<file path="config.mk">
export PLATFORM = sky130hd
export DESIGN_NAME = priority_time_event_store
export DESIGN_NICKNAME = d
export VERILOG_FILES = /design/src/design/pte_pkg.sv /design/src/design/priority_time_event_store.sv /design/src/design/pte_key_cmp.sv /design/src/design/pte_slot_mem.sv
export SDC_FILE = /design/constraint.sdc
export NUM_CORES = 2
export LEC_CHECK = 0
export ABC_CLOCK_PERIOD_IN_PS = 6760
export CAP_MARGIN = 40
export CORE_MARGIN = 3
export CORE_UTILIZATION = 53
export DETAILED_ROUTE_END_ITERATION = 12
export DONT_BUFFER_PORTS = 1
export PLACE_DENSITY = 0.71
export SETUP_SLACK_MARGIN = 0.02
export SLEW_MARGIN = 20
export SYNTH_ARGS = -nofsm -noshare
export SYNTH_HDL_FRONTEND = slang
export SYNTH_HIERARCHICAL = 1
export SYNTH_SLANG_ARGS = --single-unit
</file>
<file path="constraint.sdc">
create_clock -name i_clk -period 6.76 [get_ports i_clk]
set_input_delay 0.676 -clock i_clk [delete_from_list [all_inputs] [get_ports i_clk]]
set_output_delay 0.676 -clock i_clk [all_outputs]
set_load 0.01 [all_outputs]
</file>
<file path="src/design/pte_pkg.sv">
// ----------------------------------------------------------------------------
// pte_pkg
// Shared types and codes for the priority/time event store.
// ----------------------------------------------------------------------------
package pte_pkg;

    // Operation codes carried on the mode field.
    typedef enum logic [1:0] {
        MODE_INSERT = 2'd0,
        MODE_FIND   = 2'd1,
        MODE_REMOVE = 2'd2
    } t_mode;

    // Result status codes.
    localparam logic [1:0] STATUS_OK        = 2'd0;
    localparam logic [1:0] STATUS_NOT_FOUND = 2'd1;
    localparam logic [1:0] STATUS_FULL      = 2'd2;

    // A key orders by priority first and then by timestamp.
    typedef struct packed {
        logic [1:0]  pri;
        logic [31:0] tim;
    } t_key;

    // One stored slot word: key and payload handle.
    typedef struct packed {
        t_key        key;
        logic [31:0] value;
    } t_entry;

    // Outcome of one pass of the shared key comparator.
    typedef struct packed {
        logic eq_a;
        logic lt_a;
        logic gt_b;
    } t_cmp;

endpackage

</file>
<file path="src/design/priority_time_event_store.sv">
// ----------------------------------------------------------------------------
// priority_time_event_store
// Keyed event table ordered by priority, then timestamp, with insert, find
// and remove, reporting lowest and highest entries after every operation.
// ----------------------------------------------------------------------------
//
//  Channel   Handshake               Beat contents
//  -------   ---------------------   ------------------------------------------
//  in        i_in_valid/o_in_stall   mode, event_priority, event_time, value
//  out       o_out_valid/i_out_stall status, found, lowest, highest, empty, count
//
// Each item runs a match scan and an extremes sweep, and each pass walks
// all DEPTH slots through the single read port of the slot memory and the one
// shared key comparator; accept, update and result steps come around them.
// Reset clears the valid bits and the count at once; slot words need no clear.
// A result waiting under stall holds the sequencer before its output load, and
// the next item is taken as soon as the sequencer is back to idle.
// ----------------------------------------------------------------------------
module priority_time_event_store
    import pte_pkg::*;
#(
    parameter int DEPTH = 16
) (
    input  logic        i_clk,
    input  logic        i_rst_n,
    input  logic        i_in_valid,
    output logic        o_in_stall,
    input  logic [1:0]  i_mode,
    input  logic [1:0]  i_event_priority,
    input  logic [31:0] i_event_time,
    input  logic [31:0] i_event_value,
    output logic        o_out_valid,
    input  logic        i_out_stall,
    output logic [1:0]  o_status,
    output logic [31:0] o_found_value,
    output logic [31:0] o_lowest_value,
    output logic [31:0] o_highest_value,
    output logic        o_is_empty,
    output logic [4:0]  o_entry_count
);

    localparam int IW = (DEPTH > 1) ? $clog2(DEPTH) : 1;
    localparam int CW = $clog2(DEPTH + 1);
    localparam logic [IW-1:0] LAST = IW'(DEPTH - 1);

    typedef enum logic [4:0] {
        ST_IDLE   = 5'b00001,
        ST_SCAN   = 5'b00010,
        ST_APPLY  = 5'b00100,
        ST_SWEEP  = 5'b01000,
        ST_FINISH = 5'b10000
    } t_state;

    t_state r_state, n_state;

    // Latched request.
    logic [1:0]  r_mode;
    t_key        r_req_key;
    logic [31:0] r_req_value;

    // Table state held in flops.
    logic [DEPTH-1:0] r_valid;
    logic [CW-1:0]    r_count;

    // Walk control shared by both passes.
    logic [IW-1:0] r_addr;
    logic          r_issue_done;
    logic [IW-1:0] r_rd_idx;
    logic          r_rd_live;

    // Match scan results.
    logic          r_hit;
    logic [IW-1:0] r_hit_idx;
    logic [31:0]   r_hit_value;
    logic          r_free_ok;
    logic [IW-1:0] r_free_idx;

    // Extremes sweep results.
    logic   r_ext_ok;
    t_entry r_lo;
    t_entry r_hi;

    // Operation outcome.
    logic [1:0]  r_status;
    logic [31:0] r_found;

    // Output register.
    logic        r_out_valid;
    logic [1:0]  r_out_status;
    logic [31:0] r_out_found;
    logic [31:0] r_out_low;
    logic [31:0] r_out_high;
    logic        r_out_empty;
    logic [4:0]  r_out_count;

    // Memory and comparator hookup.
    logic          mem_wr_en;
    logic [IW-1:0] mem_wr_addr;
    t_entry        mem_wr_data;
    t_entry        mem_rd_data;
    t_key          cmp_ref_a;
    t_key          cmp_ref_b;
    t_cmp          cmp;

    logic in_beat;
    logic out_free;
    logic slot_live;
    logic walk_end;

    assign in_beat   = i_in_valid && (r_state == ST_IDLE);
    assign out_free  = !r_out_valid || !i_out_stall;
    assign slot_live = r_rd_live && r_valid[r_rd_idx];
    assign walk_end  = r_rd_live && (r_rd_idx == LAST);

    pte_slot_mem #(
        .DEPTH (DEPTH),
        .IW    (IW)
    ) u_mem (
        .i_clk     (i_clk),
        .i_wr_en   (mem_wr_en),
        .i_wr_addr (mem_wr_addr),
        .i_wr_data (mem_wr_data),
        .i_rd_addr (r_addr),
        .o_rd_data (mem_rd_data)
    );

    // The comparator checks the request key in the scan, the extremes in the sweep.
    assign cmp_ref_a = (r_state == ST_SCAN) ? r_req_key : r_lo.key;
    assign cmp_ref_b = r_hi.key;

    pte_key_cmp u_cmp (
        .i_slot_key (mem_rd_data.key),
        .i_ref_a    (cmp_ref_a),
        .i_ref_b    (cmp_ref_b),
        .o_cmp      (cmp)
    );

    // Slot write for an insert, either over the hit slot or into the free slot.
    always_comb begin
        mem_wr_en   = 1'b0;
        mem_wr_addr = r_hit ? r_hit_idx : r_free_idx;
        mem_wr_data = '{key: r_req_key, value: r_req_value};
        if ((r_state == ST_APPLY) && (r_mode == MODE_INSERT) && (r_hit || r_free_ok)) begin
            mem_wr_en = 1'b1;
        end
    end

    // Sequencer next state.
    always_comb begin
        n_state = r_state;
        case (r_state)
            ST_IDLE:   if (in_beat) n_state = ST_SCAN;
            ST_SCAN:   if (walk_end) n_state = ST_APPLY;
            ST_APPLY:  n_state = ST_SWEEP;
            ST_SWEEP:  if (walk_end) n_state = ST_FINISH;
            ST_FINISH: if (out_free) n_state = ST_IDLE;
            default:   n_state = ST_IDLE;
        endcase
    end

    always_ff @(posedge i_clk) begin
        if (!i_rst_n) begin
            r_state <= ST_IDLE;
        end else begin
            r_state <= n_state;
        end
    end

    // Request latch.
    always_ff @(posedge i_clk) begin
        if (in_beat) begin
            r_mode      <= i_mode;
            r_req_key   <= '{pri: i_event_priority, tim: i_event_time};
            r_req_value <= i_event_value;
        end
    end

    // Address walk: issue one read a cycle, then follow it with its index.
    always_ff @(posedge i_clk) begin
        if (!i_rst_n) begin
            r_addr       <= '0;
            r_issue_done <= 1'b0;
            r_rd_idx     <= '0;
            r_rd_live    <= 1'b0;
        end else if (in_beat || (r_state == ST_APPLY)) begin
            r_addr       <= '0;
            r_issue_done <= 1'b0;
            r_rd_live    <= 1'b0;
        end else if ((r_state == ST_SCAN) || (r_state == ST_SWEEP)) begin
            r_rd_idx  <= r_addr;
            r_rd_live <= !r_issue_done;
            if (!r_issue_done) begin
                if (r_addr == LAST) begin
                    r_issue_done <= 1'b1;
                end else begin
                    r_addr <= r_addr + 1'b1;
                end
            end
            if (walk_end) begin
                r_rd_live <= 1'b0;
            end
        end
    end

    // Match scan: first slot holding the key and lowest free slot.
    always_ff @(posedge i_clk) begin
        if (in_beat) begin
            r_hit     <= 1'b0;
            r_free_ok <= 1'b0;
        end else if (r_state == ST_SCAN) begin
            if (slot_live && cmp.eq_a && !r_hit) begin
                r_hit       <= 1'b1;
                r_hit_idx   <= r_rd_idx;
                r_hit_value <= mem_rd_data.value;
            end
            if (r_rd_live && !r_valid[r_rd_idx] && !r_free_ok) begin
                r_free_ok  <= 1'b1;
                r_free_idx <= r_rd_idx;
            end
        end
    end

    // Table update, status and count.
    always_ff @(posedge i_clk) begin
        if (!i_rst_n) begin
            r_valid <= '0;
            r_count <= '0;
        end else if (r_state == ST_APPLY) begin
            case (r_mode)
                MODE_INSERT: begin
                    if (!r_hit && r_free_ok) begin
                        r_valid[r_free_idx] <= 1'b1;
                        r_count             <= r_count + 1'b1;
                    end
                end
                MODE_REMOVE: begin
                    if (r_hit) begin
                        r_valid[r_hit_idx] <= 1'b0;
                        if (r_count != '0) begin
                            r_count <= r_count - 1'b1;
                        end
                    end
                end
                default: begin
                end
            endcase
        end
    end

    always_ff @(posedge i_clk) begin
        if (r_state == ST_APPLY) begin
            r_status <= STATUS_OK;
            r_found  <= '0;
            case (r_mode)
                MODE_INSERT: begin
                    if (!r_hit && !r_free_ok) r_status <= STATUS_FULL;
                end
                MODE_FIND: begin
                    if (r_hit) r_found  <= r_hit_value;
                    else       r_status <= STATUS_NOT_FOUND;
                end
                MODE_REMOVE: begin
                    if (!r_hit) r_status <= STATUS_NOT_FOUND;
                end
                default: begin
                end
            endcase
        end
    end

    // Extremes sweep over the valid slots after the update.
    always_ff @(posedge i_clk) begin
        if (r_state == ST_APPLY) begin
            r_ext_ok <= 1'b0;
        end else if ((r_state == ST_SWEEP) && slot_live) begin
            if (!r_ext_ok) begin
                r_ext_ok <= 1'b1;
                r_lo     <= mem_rd_data;
                r_hi     <= mem_rd_data;
            end else begin
                if (cmp.lt_a) r_lo <= mem_rd_data;
                if (cmp.gt_b) r_hi <= mem_rd_data;
            end
        end
    end

    // Output register: a finished result is loaded once the last one is taken.
    always_ff @(posedge i_clk) begin
        if (!i_rst_n) begin
            r_out_valid <= 1'b0;
        end else if ((r_state == ST_FINISH) && out_free) begin
            r_out_valid <= 1'b1;
        end else if (!i_out_stall) begin
            r_out_valid <= 1'b0;
        end
    end

    always_ff @(posedge i_clk) begin
        if ((r_state == ST_FINISH) && out_free) begin
            r_out_status <= r_status;
            r_out_found  <= r_found;
            r_out_low    <= r_ext_ok ? r_lo.value : 32'd0;
            r_out_high   <= r_ext_ok ? r_hi.value : 32'd0;
            r_out_empty  <= (r_count == '0);
            r_out_count  <= 5'(r_count);
        end
    end

    assign o_in_stall      = (r_state != ST_IDLE);
    assign o_out_valid     = r_out_valid;
    assign o_status        = r_out_status;
    assign o_found_value   = r_out_found;
    assign o_lowest_value  = r_out_low;
    assign o_highest_value = r_out_high;
    assign o_is_empty      = r_out_empty;
    assign o_entry_count   = r_out_count;

endmodule

</file>
<file path="src/design/pte_key_cmp.sv">
// ----------------------------------------------------------------------------
// pte_key_cmp
// Shared key comparator: tests one slot key against two reference keys.
// ----------------------------------------------------------------------------
module pte_key_cmp
    import pte_pkg::*;
(
    input  t_key i_slot_key,
    input  t_key i_ref_a,
    input  t_key i_ref_b,
    output t_cmp o_cmp
);

    // The packed key compares as one unsigned number, priority in the top bits.
    assign o_cmp.eq_a = (i_slot_key == i_ref_a);
    assign o_cmp.lt_a = (i_slot_key <  i_ref_a);
    assign o_cmp.gt_b = (i_slot_key >  i_ref_b);

endmodule

</file>
<file path="src/design/pte_slot_mem.sv">
// ----------------------------------------------------------------------------
// pte_slot_mem
// Slot storage: one write port and one registered read port.
// ----------------------------------------------------------------------------
module pte_slot_mem
    import pte_pkg::*;
#(
    parameter int DEPTH = 16,
    parameter int IW    = 4
) (
    input  logic          i_clk,
    input  logic          i_wr_en,
    input  logic [IW-1:0] i_wr_addr,
    input  t_entry        i_wr_data,
    input  logic [IW-1:0] i_rd_addr,
    output t_entry        o_rd_data
);

    t_entry r_mem [DEPTH];
    t_entry r_rd_data;

    // Write and read share one clocked block; read data is registered.
    always_ff @(posedge i_clk) begin
        if (i_wr_en) begin
            r_mem[i_wr_addr] <= i_wr_data;
        end
        r_rd_data <= r_mem[i_rd_addr];
    end

    assign o_rd_data = r_rd_data;

endmodule
</file>
==> results.sh <==
export IMPL_drtAntennaViolNets=0
export IMPL_ir_worst_vdd_v=0.000233
export IMPL_critPathArrivalTime_ps=5280
export IMPL_p_leak_uw=0.0211
export IMPL_hold_path_class="primary input to register"
export IMPL_final_max_slew_violation_count=0
export IMPL_synthTopCellsByArea="edfxtp_1 (75%), mux4_2 (10%), dfxtp_1 (3.7%), a22oi_1 (1.7%), ha_1 (1.7%)"
export IMPL_synth_area_um2=57400
export IMPL_finalNetCount=3067
export IMPL_clock_fmax_mhz=205
export IMPL_syn2layout_area_growth_pct=14.1
export IMPL_synthArstFlopShare_pct=0
export IMPL_ff2ff_setup_slack_ps=1880
export IMPL_ys_seq_elements=1540
export IMPL_critPathSlowestCell="nand3_2"
export IMPL_netlist_area_leader_share_pct=75.1
export IMPL_track_usage_pct=22.9
export IMPL_wire_per_inst_um=28.5
export IMPL_power_density_nw_per_um2=302
export IMPL_drt_iter0_markers=2684
export IMPL_cts_num_sinks=1540
export IMPL_yosysSeqAreaShare_pct=78.8
export IMPL_setup_viol=0
export IMPL_cts_setup_buffers=0
export IMPL_fin_cells=4455
export IMPL_port_buffers=0
export IMPL_io_pins=178
export IMPL_detail_route_vias_per_cell=6.22
export IMPL_fin_hold_ws_ps=82.5
export IMPL_dieArea_um2=112000
export IMPL_min_to="r_valid[7]"
export IMPL_worst_r2r_cell_count=13
export IMPL_crit_fanout=28
export IMPL_place_congestion=0.820
export IMPL_max_stage_delay_ps=630
export IMPL_dp_hpwl_mm=68.7
export IMPL_grt_pass1_wl_mm=188
export IMPL_worst_pin_slew_ps=929
export IMPL_start_util_pct=53.5
export IMPL_drc=0
export IMPL_synth_edf_count=1434
export IMPL_clkSlewWorstSetupHoldPaths_ps=60
export IMPL_vias=27700
export IMPL_die_y_um=335
export IMPL_grt_overflow=0
export IMPL_grt_antenna_before_repair=10
export IMPL_finalSetupTns_ps=0
export IMPL_slew_headroom_pct=38.1
export IMPL_netlist_top_cell_by_area="edfxtp_1"
export IMPL_cp_cell_sequence="nand3_2 > buf_4 > mux2_2 > inv_1 > ha_1 > nand4_1 > or2_1 > nor3_1 > and4_1 > nand4_1 > or4_1 > o21ai_4 > buf_4"
export IMPL_first_pass_iters=6
export IMPL_yosysUniqueCellTypes=73
export IMPL_synth_most_common_cell="edfxtp_1"
export IMPL_core_area_um2=107000
export IMPL_hp_start="i_rst_n"
export IMPL_final_area_um2=65500
export IMPL_clkLatencyLatePin_ps=770
export IMPL_fin_crit_ps=4880
export IMPL_grt_max_degree=119
export IMPL_floorplan_rows=120
export IMPL_outcome="complete, no violations"
export IMPL_synth_common_cells="edfxtp_1 (1,434), mux4_2 (264), a22oi_1 (133), dfxtp_1 (106), nand2_1 (104)"
export IMPL_finClkSkew_ps=40.8
export IMPL_rsz0062_at_grt="false"
export IMPL_cp_end_kind="register"
export IMPL_die_x_um=335
export IMPL_r2r_end="r_hit_value[13]"
export IMPL_cp_required_ps=7170
export IMPL_syn_num_nets=2893
export IMPL_cts_root_buf="clkbuf_16"
export IMPL_ctsHtreeMaxLevel=4
export IMPL_drive_gt1_share_pct=21.3
export IMPL_final_util_pct=61.1
export IMPL_critPathKind="register to register"
export IMPL_regToRegStartpoint="r_state[1]"
export IMPL_syn_inst=2744
export IMPL_grt_pass1_vias=28500
export IMPL_crit_path_start_kind="register"
export IMPL_synth_flop_cell="edfxtp_1"
export IMPL_cts_inserted_buffers=153
export IMPL_maxCapViolCount=0
export IMPL_ys_warn_count=6
export IMPL_cts_tree="done"
export IMPL_postRouteWirelength_mm=127
export IMPL_synth_avg_cell_area_um2=20.9
export IMPL_cts_buffer_depth=3
export IMPL_place_area_um2=59500
export IMPL_hold_violations=0
export IMPL_hold_path_depth=1
export IMPL_fin_crit_sh_pct=72.1
export IMPL_dp_cells=4094
[logic make-up (layout without fill, tap and decap cells)]
group	after synthesis	in the layout	share of synthesized area, %
flip-flops	1540	1540	78.8
AND/OR/NAND/NOR	356	356	3.46
multiplexers	311	311	11.3
AO/OA/AOI/OAI	255	255	3.13
buffers and inverters	200	502	1.59
adder cells (fa/ha/maj)	77	77	1.69
XOR/XNOR	5	5	0.0764
other	0	6	0
[worst max-delay path: cells and delay by family, from the launching register on]
| family | cells | cell delay (ps) |
|---|---|---|
| adders and majority gates | 1 | 290 |
| AOI/OAI and AO/OA | 1 | 210 |
| and+or+nand+nor | 7 | 2180 |
| muxes | 1 | 250 |
| DFF | 1 | 570 |
| buffers and inverters | 3 | 1000 |
[area by class of cell]
class / count / area, um2
diodes: 6 / 15.0
clock buffers: 209 / 4210
clock inverters: 74 / 930
fillers: 7219 / 41700
inverters: 83 / 314
multi-input cells: 1004 / 11500
flip-flops and latches: 1540 / 45200
well taps: 1403 / 1760
repair buffers: 136 / 1600
[stage by stage]
step | total power, uW | setup WS (ps)
floorplan | 11300 | 25.6
finish | 19800 | 1880
CTS | 19900 | 1890
detailed placement | 11500 | 1930
global placement | 11400 | 1700
global route | 20400 | 1670
[registers in the layout, indices dropped and copies added (netlist names), 34 cells and up]
name	cells
mem_wr_data	34
u_mem/o_rd_data	66
cmp_ref_b	34
u_mem/r_mem	1056
r_lo	66
[report_power, final]
part           internal (uW)  leakage, uW  switching (uW)
Clock                   4950      0.00250            3530
Sequential             10600       0.0139             231
Combinational            202      0.00471             235
[layout by cell type, fill, tap and decap left out, drive strengths merged, types with 19 or more instances in the layout]
cell type / n
a21oi: 49
a22oi: 133
and2: 65
and3: 35
buf: 68
clkbuf: 209
clkinv: 52
dfxtp: 106
dlygate4sd3: 68
edfxtp: 1434
ha: 76
inv: 89
mux2: 42
mux4: 264
nand2: 104
nand3: 19
nor2: 28
nor3: 20
o21ai: 21
[worst max-delay path by stage]
stage                     from                 to  slack, ps
global route        r_state[3]    r_hit_value[18]       1670
CTS                 r_state[1]       r_hit_idx[3]       1890
detailed placement  r_state[2]    r_hit_value[14]       1930
global placement    r_state[2]    r_hit_value[12]       1700
floorplan           r_state[3]  u_mem/r_mem[0][0]         30
finish              r_state[1]    r_hit_value[13]       1880
[layer usage]
layer	track usage [%]	routed length, um	up-vias
met4	6.19	2700	12
li1	-	-	11600
met5	0	158	-
met1	31.7	51200	14700
met3	4.92	9860	207
met2	37.2	62800	1251
[repair_timing]
action / CTS / global route
resized for setup: 0 / 0
endpoints found under the hold margin: 68 / 0
hold buffers: 68 / 0
Note: power is estimated with default switching activity, not from simulation.
